**src/design/mbdrp_pkg.sv**
```systemverilog
// Shared types, constants and table functions for the M-Bus data record parser.
// Used by mbdrp_parser and mbus_data_record_parser_top; no dependencies.
package mbdrp_pkg;

	localparam logic [7:0] MAX_DIFE       = 8'd10;
	localparam logic [7:0] MAX_VIFE       = 8'd10;
	localparam logic [7:0] VIF_BYTES_KEPT = 8'd8;

	// data kinds taken from the DIF data field
	localparam logic [2:0] KIND_NONE    = 3'd0;
	localparam logic [2:0] KIND_INT     = 3'd1;
	localparam logic [2:0] KIND_BCD     = 3'd2;
	localparam logic [2:0] KIND_SKIP    = 3'd3;
	localparam logic [2:0] KIND_VAR     = 3'd4;
	localparam logic [2:0] KIND_SPECIAL = 3'd5;

	// parse status codes
	localparam logic [3:0] ST_OK        = 4'd0;
	localparam logic [3:0] ST_CONTROL   = 4'd1;
	localparam logic [3:0] ST_CI        = 4'd2;
	localparam logic [3:0] ST_APP_ERR   = 4'd3;
	localparam logic [3:0] ST_SIGNATURE = 4'd4;
	localparam logic [3:0] ST_DIFE      = 4'd5;
	localparam logic [3:0] ST_VIFE      = 4'd6;
	localparam logic [3:0] ST_SPECIAL   = 4'd7;
	localparam logic [3:0] ST_OVERRUN   = 4'd8;

	typedef struct packed {
		logic        emit;
		logic        kind;
		logic [1:0]  fn;
		logic [40:0] sto;
		logic [19:0] tar;
		logic [9:0]  sub;
		logic [63:0] vif;
		logic [63:0] val;
		logic        pres;
		logic [3:0]  status;
		logic [3:0]  flags;
		logic [7:0]  count;
	} rec_result_t;

	function automatic logic [3:0] dt_len(input logic [3:0] dt);
		logic [3:0] r;
		case (dt)
			4'h1, 4'h9: r = 4'd1;
			4'h2, 4'hA: r = 4'd2;
			4'h3, 4'hB: r = 4'd3;
			4'h4, 4'h5, 4'hC: r = 4'd4;
			4'h6, 4'hE: r = 4'd6;
			4'h7: r = 4'd8;
			default: r = 4'd0;
		endcase
		return r;
	endfunction

	function automatic logic [2:0] dt_kind(input logic [3:0] dt);
		logic [2:0] r;
		case (dt)
			4'h1, 4'h2, 4'h3, 4'h4, 4'h6, 4'h7: r = KIND_INT;
			4'h9, 4'hA, 4'hB, 4'hC, 4'hE: r = KIND_BCD;
			4'h5: r = KIND_SKIP;
			4'hD: r = KIND_VAR;
			4'hF: r = KIND_SPECIAL;
			default: r = KIND_NONE;
		endcase
		return r;
	endfunction

	// sign extension of an n-byte integer
	function automatic logic [63:0] sext(input logic [63:0] v, input logic [3:0] n);
		logic [63:0] r;
		case (n)
			4'd1: r = {{56{v[7]}}, v[7:0]};
			4'd2: r = {{48{v[15]}}, v[15:0]};
			4'd3: r = {{40{v[23]}}, v[23:0]};
			4'd4: r = {{32{v[31]}}, v[31:0]};
			4'd6: r = {{16{v[47]}}, v[47:0]};
			default: r = v;
		endcase
		return r;
	endfunction

endpackage

```
**src/design/mbdrp_parser.sv**
```systemverilog
// Byte-wise telegram parser: header checks, DIF/DIFE/VIF decode, value assembly.
// Depends on mbdrp_pkg.
module mbdrp_parser (
	input  logic                  clk,
	input  logic                  arst_n,
	input  logic                  step,
	input  logic [7:0]            b,
	input  logic                  last,
	output mbdrp_pkg::rec_result_t res
);

	localparam logic [2:0] PH_HEADER = 3'd0;
	localparam logic [2:0] PH_DIF    = 3'd1;
	localparam logic [2:0] PH_DIFE   = 3'd2;
	localparam logic [2:0] PH_VIF    = 3'd3;
	localparam logic [2:0] PH_VARLEN = 3'd4;
	localparam logic [2:0] PH_DATA   = 3'd5;
	localparam logic [2:0] PH_DONE   = 3'd6;
	localparam logic [2:0] PH_ERROR  = 3'd7;

	logic [8:0]  pos_q, pos_n, len_q, len_n;
	logic [2:0]  phase_q, phase_n;
	logic [7:0]  fc_q, fc_n, cnt_q, cnt_n;
	logic [40:0] sto_q, sto_n;
	logic [19:0] tar_q, tar_n;
	logic [9:0]  sub_q, sub_n;
	logic [1:0]  fn_q, fn_n;
	logic [3:0]  dt_q, dt_n;
	logic [63:0] vif_q, vif_n;
	logic [63:0] acc_q, acc_n;
	logic [39:0] place_q, place_n;
	logic [2:0]  k_q, k_n;
	logic [3:0]  err_q, err_n, flags_q, flags_n;

	always_comb begin
		logic        do_emit;
		logic [63:0] e_val;
		logic        e_pres;
		logic [7:0]  fc_inc;
		logic [7:0]  fc_dec;
		logic [3:0]  i;
		logic [2:0]  kind;
		logic [7:0]  d;
		logic [63:0] acc_v;
		logic [47:0] prod;
		logic        over;
		logic [3:0]  st;

		pos_n = pos_q; len_n = len_q; phase_n = phase_q; fc_n = fc_q; cnt_n = cnt_q;
		sto_n = sto_q; tar_n = tar_q; sub_n = sub_q; fn_n = fn_q; dt_n = dt_q;
		vif_n = vif_q; acc_n = acc_q; place_n = place_q; k_n = k_q;
		err_n = err_q; flags_n = flags_q;
		do_emit = 1'b0; e_val = '0; e_pres = 1'b0;
		fc_inc = fc_q + 8'd1;
		fc_dec = (fc_q != 8'd0) ? fc_q - 8'd1 : 8'd0;
		i = fc_q[3:0];
		kind = mbdrp_pkg::dt_kind(dt_q);
		d = {4'd0, b[3:0]} + {1'b0, b[7:4], 3'd0} + {3'd0, b[7:4], 1'b0};
		prod = place_q * d;
		acc_v = acc_q;
		over = ({1'b0, pos_q} + 10'd3) > {1'b0, len_q};
		st = mbdrp_pkg::ST_OVERRUN;
		res = '0;
		res.flags = flags_q;
		res.count = cnt_q;

		if (last) begin
			if (err_q != mbdrp_pkg::ST_OK) st = err_q;
			else if (phase_q == PH_DONE) st = mbdrp_pkg::ST_OK;
			else if (phase_q == PH_DIF && over) st = mbdrp_pkg::ST_OK;
			res.emit = 1'b1;
			res.kind = 1'b1;
			res.status = st;
			pos_n = '0; len_n = '0; phase_n = PH_HEADER; fc_n = '0; cnt_n = '0;
			sto_n = '0; tar_n = '0; sub_n = '0; fn_n = '0; dt_n = '0; vif_n = '0;
			acc_n = '0; place_n = 40'd1; k_n = '0; err_n = '0; flags_n = '0;
		end else begin
			pos_n = (pos_q != 9'd511) ? pos_q + 9'd1 : pos_q;
			if (phase_q == PH_HEADER) begin
				if (pos_q == 9'd1) begin
					len_n = {1'b0, b} + 9'd6;
				end else if (pos_q == 9'd4 && b != 8'h08) begin
					err_n = mbdrp_pkg::ST_CONTROL; phase_n = PH_ERROR;
				end else if (pos_q == 9'd6 && b != 8'h72) begin
					err_n = mbdrp_pkg::ST_CI; phase_n = PH_ERROR;
				end else if (pos_q == 9'd16) begin
					if (b[1:0] != 2'b00) begin
						err_n = mbdrp_pkg::ST_APP_ERR; phase_n = PH_ERROR;
					end else begin
						flags_n = flags_q | {1'b0, b[2], b[3], b[4]};
					end
				end else if ((pos_q == 9'd17 || pos_q == 9'd18) && b != 8'h00) begin
					err_n = mbdrp_pkg::ST_SIGNATURE; phase_n = PH_ERROR;
				end
				if (pos_q == 9'd18 && phase_n == PH_HEADER) begin
					if (len_q < 9'd21) begin
						err_n = mbdrp_pkg::ST_OVERRUN; phase_n = PH_ERROR;
					end else begin
						phase_n = PH_DIF;
					end
				end
			end else if (phase_q != PH_DONE && phase_q != PH_ERROR) begin
				if (over) begin
					if (phase_q == PH_DIF) begin
						phase_n = PH_DONE;
					end else begin
						err_n = mbdrp_pkg::ST_OVERRUN; phase_n = PH_ERROR;
					end
				end else begin
					case (phase_q)
						PH_DIF: begin
							if (b == 8'h0F || b == 8'h1F) begin
								if (b == 8'h1F) flags_n = flags_q | 4'b1000;
								phase_n = PH_DONE;
							end else if (b != 8'h2F) begin
								sto_n = {40'd0, b[6]};
								tar_n = '0;
								sub_n = '0;
								fn_n = b[5:4];
								dt_n = b[3:0];
								vif_n = '0;
								fc_n = '0;
								phase_n = b[7] ? PH_DIFE : PH_VIF;
							end
						end
						PH_DIFE: begin
							sto_n = sto_q | (41'(b[3:0]) << ({2'b0, i, 2'b0} + 6'd1));
							tar_n = tar_q | (20'(b[5:4]) << {i, 1'b0});
							sub_n = sub_q | (10'(b[6]) << i);
							fc_n = fc_inc;
							if (b[7]) begin
								if (fc_inc >= mbdrp_pkg::MAX_DIFE) begin
									err_n = mbdrp_pkg::ST_DIFE; phase_n = PH_ERROR;
								end
							end else begin
								fc_n = '0;
								phase_n = PH_VIF;
							end
						end
						PH_VIF: begin
							fc_n = fc_inc;
							if (fc_inc <= mbdrp_pkg::VIF_BYTES_KEPT) vif_n = {vif_q[55:0], b};
							if (b[7]) begin
								if (fc_inc >= mbdrp_pkg::MAX_VIFE) begin
									err_n = mbdrp_pkg::ST_VIFE; phase_n = PH_ERROR;
								end
							end else begin
								acc_n = '0;
								place_n = 40'd1;
								k_n = '0;
								case (kind)
									mbdrp_pkg::KIND_NONE: do_emit = 1'b1;
									mbdrp_pkg::KIND_SPECIAL: begin
										err_n = mbdrp_pkg::ST_SPECIAL; phase_n = PH_ERROR;
									end
									mbdrp_pkg::KIND_VAR: phase_n = PH_VARLEN;
									default: begin
										fc_n = {4'd0, mbdrp_pkg::dt_len(dt_q)};
										phase_n = PH_DATA;
									end
								endcase
							end
						end
						PH_VARLEN: begin
							if (b == 8'd0) begin
								do_emit = 1'b1;
							end else begin
								fc_n = b;
								phase_n = PH_DATA;
							end
						end
						PH_DATA: begin
							if (kind == mbdrp_pkg::KIND_INT) begin
								acc_v = acc_q | (64'(b) << {k_q, 3'b000});
							end else if (kind == mbdrp_pkg::KIND_BCD) begin
								acc_v = acc_q + {16'd0, prod};
								// place * 100 = place * (64 + 32 + 4)
								place_n = (place_q << 6) + (place_q << 5) + (place_q << 2);
							end
							acc_n = acc_v;
							k_n = k_q + 3'd1;
							fc_n = fc_dec;
							if (fc_dec == 8'd0) begin
								do_emit = 1'b1;
								if (kind == mbdrp_pkg::KIND_INT) begin
									e_val = mbdrp_pkg::sext(acc_v, mbdrp_pkg::dt_len(dt_q));
									e_pres = 1'b1;
								end else if (kind == mbdrp_pkg::KIND_BCD) begin
									e_val = acc_v;
									e_pres = 1'b1;
								end
							end
						end
						default: ;
					endcase
				end
			end
			if (do_emit) begin
				cnt_n = (cnt_q != 8'd255) ? cnt_q + 8'd1 : cnt_q;
				phase_n = PH_DIF;
				res.emit = 1'b1;
				res.kind = 1'b0;
				res.fn = fn_n;
				res.sto = sto_n;
				res.tar = tar_n;
				res.sub = sub_n;
				res.vif = vif_n;
				res.val = e_val;
				res.pres = e_pres;
				res.status = mbdrp_pkg::ST_OK;
				res.count = cnt_n;
			end
		end
	end

	always_ff @(posedge clk or negedge arst_n) begin
		if (!arst_n) begin
			pos_q <= '0; len_q <= '0; phase_q <= PH_HEADER; fc_q <= '0; cnt_q <= '0;
			sto_q <= '0; tar_q <= '0; sub_q <= '0; fn_q <= '0; dt_q <= '0;
			vif_q <= '0; acc_q <= '0; place_q <= 40'd1; k_q <= '0;
			err_q <= '0; flags_q <= '0;
		end else if (step) begin
			pos_q <= pos_n; len_q <= len_n; phase_q <= phase_n; fc_q <= fc_n; cnt_q <= cnt_n;
			sto_q <= sto_n; tar_q <= tar_n; sub_q <= sub_n; fn_q <= fn_n; dt_q <= dt_n;
			vif_q <= vif_n; acc_q <= acc_n; place_q <= place_n; k_q <= k_n;
			err_q <= err_n; flags_q <= flags_n;
		end
	end

endmodule

```
**src/design/mbus_data_record_parser_top.sv**
```systemverilog
// M-Bus variable data record parser top level: input stage, parser, result register.
// Depends on mbdrp_pkg and mbdrp_parser.
//
// Takes an M-Bus long telegram one byte per beat, starting at the 0x68 start
// byte, with end_of_telegram high on the stop byte. Each accepted byte is held
// in an input register, then parsed in a single pass into the result register,
// so a byte can be accepted every cycle unless a held result stalls the input
// register; the rate is one byte per cycle, set only by the result register
// draining. Output: one beat per complete data record (result_kind 0) and one
// status beat (result_kind 1) on the stop byte, after which the parser is back
// in its reset state. BCD values are built with a 40x8 multiply per data byte.
module mbus_data_record_parser_top (
	input  logic               clk,
	input  logic               arst_n,
	input  logic               in_valid,
	output logic               in_ready,
	input  logic [7:0]         data_byte,
	input  logic               end_of_telegram,
	output logic               out_valid,
	input  logic               out_ready,
	output logic               result_kind,
	output logic [1:0]         function_code,
	output logic [40:0]        storage_number,
	output logic [19:0]        tariff_number,
	output logic [9:0]         subunit_number,
	output logic [63:0]        vif_code,
	output logic signed [63:0] record_value,
	output logic               value_present,
	output logic [3:0]         parse_status,
	output logic [3:0]         meter_flags,
	output logic [7:0]         record_count
);

	logic                  valid_s1;
	logic [7:0]            data_s1;
	logic                  last_s1;
	logic                  out_valid_q;
	logic                  fire;
	mbdrp_pkg::rec_result_t res;
	mbdrp_pkg::rec_result_t res_q;

	// parse the held byte once the result register can take a result
	assign fire     = valid_s1 && (!out_valid_q || out_ready);
	assign in_ready = !valid_s1 || fire;

	always_ff @(posedge clk or negedge arst_n) begin
		if (!arst_n) begin
			valid_s1 <= 1'b0;
		end else if (in_valid && in_ready) begin
			valid_s1 <= 1'b1;
		end else if (fire) begin
			valid_s1 <= 1'b0;
		end
	end

	always_ff @(posedge clk) begin
		if (in_valid && in_ready) begin
			data_s1 <= data_byte;
			last_s1 <= end_of_telegram;
		end
	end

	mbdrp_parser u_parser (
		.clk    (clk),
		.arst_n (arst_n),
		.step   (fire),
		.b      (data_s1),
		.last   (last_s1),
		.res    (res)
	);

	// result register
	always_ff @(posedge clk or negedge arst_n) begin
		if (!arst_n) begin
			out_valid_q <= 1'b0;
		end else if (fire && res.emit) begin
			out_valid_q <= 1'b1;
		end else if (out_ready) begin
			out_valid_q <= 1'b0;
		end
	end

	always_ff @(posedge clk) begin
		if (fire && res.emit) res_q <= res;
	end

	assign out_valid      = out_valid_q;
	assign result_kind    = res_q.kind;
	assign function_code  = res_q.fn;
	assign storage_number = res_q.sto;
	assign tariff_number  = res_q.tar;
	assign subunit_number = res_q.sub;
	assign vif_code       = res_q.vif;
	assign record_value   = res_q.val;
	assign value_present  = res_q.pres;
	assign parse_status   = res_q.status;
	assign meter_flags    = res_q.flags;
	assign record_count   = res_q.count;

	a_rec_ok: assert property (@(posedge clk) disable iff (!arst_n)
		out_valid && !result_kind |-> parse_status == mbdrp_pkg::ST_OK)
		else $error("data record with nonzero status");

	a_status_clean: assert property (@(posedge clk) disable iff (!arst_n)
		out_valid && result_kind |-> function_code == 2'd0 && vif_code == 64'd0
			&& value_present == 1'b0 && record_value == 64'sd0)
		else $error("status beat carries record fields");

	a_s1_hold: assert property (@(posedge clk) disable iff (!arst_n)
		valid_s1 && !fire |=> valid_s1 && $stable(data_s1))
		else $error("input stage lost a stalled byte");

endmodule

```
**config.mk**
```make
export PLATFORM = sky130hd
export DESIGN_NAME = mbus_data_record_parser_top
export DESIGN_NICKNAME = d
export VERILOG_FILES = /design/src/design/mbdrp_pkg.sv /design/src/design/mbdrp_parser.sv /design/src/design/mbus_data_record_parser_top.sv
export SDC_FILE = /design/constraint.sdc
export NUM_CORES = 2
export LEC_CHECK = 0
export BUFFER_PORTS_ARGS = -buffer_cell sky130_fd_sc_hd__clkbuf_2
export CELL_PAD_IN_SITES_DETAIL_PLACEMENT = 0
export CELL_PAD_IN_SITES_GLOBAL_PLACEMENT = 1
export CORE_MARGIN = 2
export CORE_UTILIZATION = 53
export CTS_CLUSTER_DIAMETER = 200
export DETAILED_ROUTE_END_ITERATION = 10
export PLACE_DENSITY = 0.84
export SYNTH_ARGS = -nofsm -noshare
export SYNTH_HDL_FRONTEND = slang
export SYNTH_HIERARCHICAL = 1
export SYNTH_SLANG_ARGS = --single-unit
```
**constraint.sdc**
```tcl
create_clock -name clk -period 25.9 [get_ports clk]
set_input_delay 5.18 -clock clk [delete_from_list [all_inputs] [get_ports clk]]
set_output_delay 5.18 -clock clk [all_outputs]
set_load 0.02 [all_outputs]
```
Word-level counts from Yosys, hierarchy flattened
Memories as Yosys holds them, arrays and structs flattened.
Index checks and enable logic that the tools add are counted.
{ "word_totals": {"register_bits": 523, "mem_bits_ro": 176, "in_bits": 13, "out_inout_bits": 221, "word_cells": 361, "memories": 3} }
{ "memory_table": {"columns": ["name", "words", "word_bits", "rd", "rd_ports_with_merged_regs", "wr", "line_no", "rtl"], "rows": [
  ["(name not given)", 16, 4, 1, 0, 0, "mbdrp_pkg.sv:45", "case (dt)"],
  ["(name not given)", 16, 4, 1, 0, 0, "mbdrp_pkg.sv:45", null],
  ["(name not given)", 16, 3, 1, 0, 0, "mbdrp_pkg.sv:59", "case (dt)"]
]} }
{ "op_classes": {"add_sub_neg": 13, "multipliers": 1, "n_lt_le_gt_ge": 4, "eq_ne": 57, "n_shift": 4, "muxes": 183, "bitwise": 9, "reduce_logical": 55} }
{ "ops": {"columns": ["cell", "count"], "rows": [
  ["$mux 64", 21],
  ["$pmux 64 s5", 1],
  ["$mux 40", 7],
  ["$pmux 64 s2", 2],
  ["$mux 41", 6],
  ["$mux 208", 1],
  ["$mux 4", 48],
  ["$mux 20", 6],
  ["$mux 8", 15],
  ["$pmux 41 s2", 1],
  ["$add 40x40->40", 2],
  ["$pmux 40 s2", 1],
  ["$mux 3", 26],
  ["$add 64x48->64", 1],
  ["$or 64x64->64", 1],
  ["$shl 8x6->64", 1],
  ["$mux 10", 6],
  ["$mul 40x8->48", 1],
  ["$mux 9", 5],
  ["$or 41x41->41", 1],
  ["$shl 4x8->41", 1],
  ["$pmux 20 s2", 1],
  ["$pmux 8 s5", 1],
  ["$ne 3x3->1 const B", 13],
  ["other kinds (72)", 157]
]} }

Longest topological paths before layout
{ "logic_depth": {"depth_word": 21, "depth_mapped": 32, "depth_no_buf": 27} }

By module
The synthesis kept the hierarchy.
{ "by_module_without_submodules": {"columns": ["mod", "n_inst", "cells_each", "area_per_inst_um2", "seq_area_each_um2"], "rows": [
  ["mbdrp_parser", 1, 3751, 31138.6, 7258.2],
  ["mbus_data_record_parser_top", 1, 238, 6957.9, 6896.6]
]} }

Least setup slack after synthesis
Ideal clock, no wire load.
{ "synth_path": {"kind": "input -> register", "startpoint": "input out_ready", "endpoint": "register res_q (netlist bit function_code[0]), enable pin", "setup_time_ns": 0.829, "t_arrival_ns": 14.911, "required_time_ns": 25.071, "setup_slack_ns": 10.160, "stages": 2, "n_path_buf": 0, "path_cell_list": "nand2b_1 > nor2b_1"} }
{ "synth_via": {"elab_chain_cells": 3} }
{ "synth_rtl": {"columns": ["item", "line_no", "rtl"], "rows": [
  ["start: declaration", "mbus_data_record_parser_top.sv:20", "input logic out_ready,"],
  ["$logic_or 1x1->1", "mbus_data_record_parser_top.sv:43", "assign fire = valid_s1 && (!out_valid_q || out_ready);"],
  ["$logic_and 1x1->1", "mbus_data_record_parser_top.sv:43", null],
  ["$logic_and 1x1->1", "mbus_data_record_parser_top.sv:84", "if (fire && res.emit) res_q <= res;"],
  ["end signal: assignment", "mbus_data_record_parser_top.sv:84", null],
  ["end: declaration", "mbus_data_record_parser_top.sv:40", "mbdrp_pkg::rec_result_t res_q;"]
]} }
Every way passes these cells.
A chain may end at the register's enable or synchronous reset.

Final worst setup path
{ "layout_path": {"startpoint": "input out_ready", "endpoint": "output in_ready"} }
{ "layout_via": {"elab_chain_cells": 3} }
{ "layout_rtl": {"columns": ["item", "line_no", "rtl"], "rows": [
  ["$logic_or 1x1->1", "mbus_data_record_parser_top.sv:43", null],
  ["$logic_and 1x1->1", "mbus_data_record_parser_top.sv:43", null],
  ["$logic_or 1x1->1", "mbus_data_record_parser_top.sv:44", "assign in_ready = !valid_s1 || fire;"],
  ["end: declaration", "mbus_data_record_parser_top.sv:16", "output logic in_ready,"]
]} }
Every way passes these cells.

==> run summary <==
synth warn: 6
post-route setup slack: 15,150 ps
start point of the critical path: out_ready
clock buffer depth: 3
post-synthesis instance area: 38,100 sq um
multi-input gate area in the final layout: 21,300 sq um
hold crit path type: register to register
total global routing overflow: 0
Syn-to-layout area delta: 9.97%
fraction of power consumed by the clock network: 33.8%
final weighted congestion in routability-driven placement: 0.924
Leak: 18.2 nW
max-slew violations: 0
Max Freq: 93.0 MHz
vertical extent of the die: 272 um
drt via density: 5.92
startpoint types: input pin
min Tclk post-route: 10,750 ps
Power Dens Cells: 58.9 nW/um^2
# placed instances: 4,969
WL final: 105,000 um
slew at the pin closest to its max-slew limit: 1220 ps
average detailed-routed wire length per instance: 20.6 um
Seq/Total Area, Yosys: 37.2%
proportion of layout cells with a drive suffix above 1: 11.2%
wire length of the first global-routing pass: 166,000 um
Setup CP Type: input pin to output pin
Fin Clk Skew: 41.0 ps
clock slew at reported path FFs: 60 ps
kind of end point of the critical path: output pin
r2r worst-path depth: 27
CTS Root Buffer Type: sky130_fd_sc_hd__clkbuf_16
filler-free cell count of the finished design: 5,075
leading cell types in the layout, fill and taps excluded: sky130_fd_sc_hd__inv_1 (453), sky130_fd_sc_hd__nor2_1 (344), sky130_fd_sc_hd__nand2_1 (319), sky130_fd_sc_hd__dfrtp_1 (291), sky130_fd_sc_hd__fa_1 (289)
mean cell area of the mapped netlist: 9.55 sq um
number of cells on the worst hold path: 0
result of the run: completed
fillcell total: 6,308
fraction of synthesis flops using an asynchronous set or reset pin: 56.2%
top_reg_cell synth: sky130_fd_sc_hd__dfrtp_1
startpoint of the most critical hold path: u_parser/flags_q[3]
total global-route track usage: 28.3%
Sum Neg Setup Slack: 0 ps
arrival time of data at the critical path endpoint: 5570 ps
Num CTS Buffers: 56
worst slack on hold paths: 452 ps
placement row count: 98
number of distinct library cells after synthesis: 110
# IOs: 234
number of flip-flops and latches in the synthesized netlist: 520
instance count of the mapped netlist: 3,989
internal portion of total power: 1.60 mW
number of failing hold endpoints at the final stage: 0
Post-CTS Hold Fix Bufs: 0
worst r2r src: data_s1[4]
pin count of the biggest net entering global routing: 158
count of cells resized by post-cts repair: 0
share of power burned in registers: 40.1%
maximum VDD drop: 0.0000567 V
detailed-routing iteration count for the pre-antenna-repair pass: 8
number of flops mapped to enable cells by yosys: 228
Setup Viol. Count Final: 0
DRC marker count from the first detailed-route iteration: 2,897
number of clock sinks seen by CTS: 520
worst setup slack before clock tree synthesis: 15,140 ps
antenna diode instance count: 0
worst-skew pair later-pin latency: 660 ps
via count of the first global-routing pass: 29,100
initial antenna violation count: 4
TritonCTS clock tree: built
RSZ-0062 raised after global routing: false
Die Outline Area: 74,000 sq um
required time of the critical path: 20,720 ps
net count of the mapped netlist: 4,440
effective utilization at floorplan: 53.4%
net switching power: 0.872 mW
H-Tree Level Count: 2
count of buffers inserted at the top-level ports: 233
Detailed Place HPWL: 71,300 um
total of max-cap violations: 0
overall power of the completed layout: 2.47 mW
via total after detailed routing: 30,000
Combinational Power Share: 26.1%
number of remaining DRC errors: 0
largest fanout on the critical path: 3
core outline area: 71,400 sq um
Die W: 272 um
switching share of power: 35.3%
most common library cell in the layout ignoring fill and taps: sky130_fd_sc_hd__inv_1
fraction of the cycle the final worst path needs: 41.5%
max_slew headroom: 18.8%
Sequential cell area: 14,200 sq um
setup repair bufs after CTS: 0
residual antenna-violating net count after detailed routing: 0
number of nets in the layout: 4,528
[worst max-delay path: stages]
cell                       delay [ps]
sky130_fd_sc_hd__clkbuf_2          90
sky130_fd_sc_hd__nand3b_4         150
sky130_fd_sc_hd__clkbuf_2         160
[routing by layer]
layer / up-vias / track usage, % / routed length (um)
met5: - / 0 / 0
met3: 164 / 5.39 / 7570
met2: 1016 / 45.8 / 49700
met4: 0 / 7.68 / 2700
li1: 13900 / - / -
met1: 15000 / 39.4 / 44600
[path summary, 6_finish.rpt]
check                                 endpoint  slack, ps
max                                   in_ready      15150
min                             meter_flags[3]        450
max reg2reg                   record_value[54]      16860
min reg2reg                     meter_flags[3]        450
max in group asynchronous  u_parser/place_q[6]      19050
min in group asynchronous   u_parser/acc_q[57]       4570
[power by group through the flow]
stage / registers (mW) / clock network [mW] / logic, mW
2_1_floorplan: 1.03 / 0 / 0.414
5_1_grt: 0.997 / 0.883 / 0.701
3_3_place_gp: 1.00 / 0 / 0.631
3_5_place_dp: 1.00 / 0 / 0.635
4_1_cts: 0.989 / 0.850 / 0.637
6_report: 0.990 / 0.833 / 0.644
[Yosys cell counts (10+ instances only)]
master	count	area [sq um]
sky130_fd_sc_hd__o21a_1	20	150
sky130_fd_sc_hd__edfxtp_1	228	6850
sky130_fd_sc_hd__nor2b_1	16	100
sky130_fd_sc_hd__o22ai_1	29	181
sky130_fd_sc_hd__o21bai_1	17	128
sky130_fd_sc_hd__o21ai_0	201	1010
sky130_fd_sc_hd__and3_1	31	194
sky130_fd_sc_hd__a22o_1	81	709
sky130_fd_sc_hd__a21o_1	54	405
sky130_fd_sc_hd__nor2_1	347	1300
sky130_fd_sc_hd__or3_1	15	93.8
sky130_fd_sc_hd__and2_1	233	1460
sky130_fd_sc_hd__dfrtp_1	291	7280
sky130_fd_sc_hd__clkbuf_1	219	822
sky130_fd_sc_hd__a21oi_1	251	1260
sky130_fd_sc_hd__nor3_1	47	235
sky130_fd_sc_hd__nand2_1	319	1200
sky130_fd_sc_hd__nand3_1	47	235
sky130_fd_sc_hd__nand2b_1	18	113
sky130_fd_sc_hd__a31oi_1	107	669
sky130_fd_sc_hd__buf_2	11	55.1
sky130_fd_sc_hd__a21oi_2	10	87.6
sky130_fd_sc_hd__xor2_1	44	385
sky130_fd_sc_hd__fa_1	290	5810
sky130_fd_sc_hd__buf_1	19	71.3
sky130_fd_sc_hd__xnor2_1	58	508
sky130_fd_sc_hd__or4_1	11	82.6
sky130_fd_sc_hd__a22oi_1	85	638
sky130_fd_sc_hd__o31ai_1	34	255
sky130_fd_sc_hd__inv_1	453	1700
sky130_fd_sc_hd__nand4_1	18	113
sky130_fd_sc_hd__ha_1	148	1850
sky130_fd_sc_hd__o21ai_1	17	85.1
sky130_fd_sc_hd__a211oi_1	30	225
[layout make-up]
type / instances / area share (%)
well taps: 950 / 2.84
multi-input cells: 2759 / 50.9
clock buffers: 68 / 3.55
clock inverters: 38 / 1.05
inverters: 454 / 4.07
flip-flops and latches: 520 / 33.8
repair buffers: 286 / 3.79
[kinds of logic after synthesis]
group	count (synthesis)	share of synthesized area [%]
simple gates	1161	14.8
compound gates	1052	18.2
buf+inv	710	7.16
flops	520	37.2
fa+ha+maj	438	20.1
xor+xnor	102	2.34
mux	6	0.167
[stage by stage]
stage,area (sq um),util (%)
2_1_floorplan,38100,-
3_3_place_gp,40000,56.0
3_5_place_dp,40000,56.0
4_1_cts,41900,58.7
5_1_grt,41900,58.7
6_report,41900,58.7
[registers in the layout, summed over array words and instances, names as in the netlist, 8 cells and up]
name	cells
record_value	64
vif_code	64
data_s1	8
u_parser/vif_q	64
u_parser/acc_q	64
u_parser/sto_q	41
u_parser/sub_q	10
u_parser/place_q	37
subunit_number	10
tariff_number	20
storage_number	41
u_parser/pos_q	9
u_parser/fc_q	8
record_count	8
u_parser/cnt_q	8
u_parser/len_q	9
u_parser/tar_q	20
Note: power is estimated with default switching activity, not from simulation.
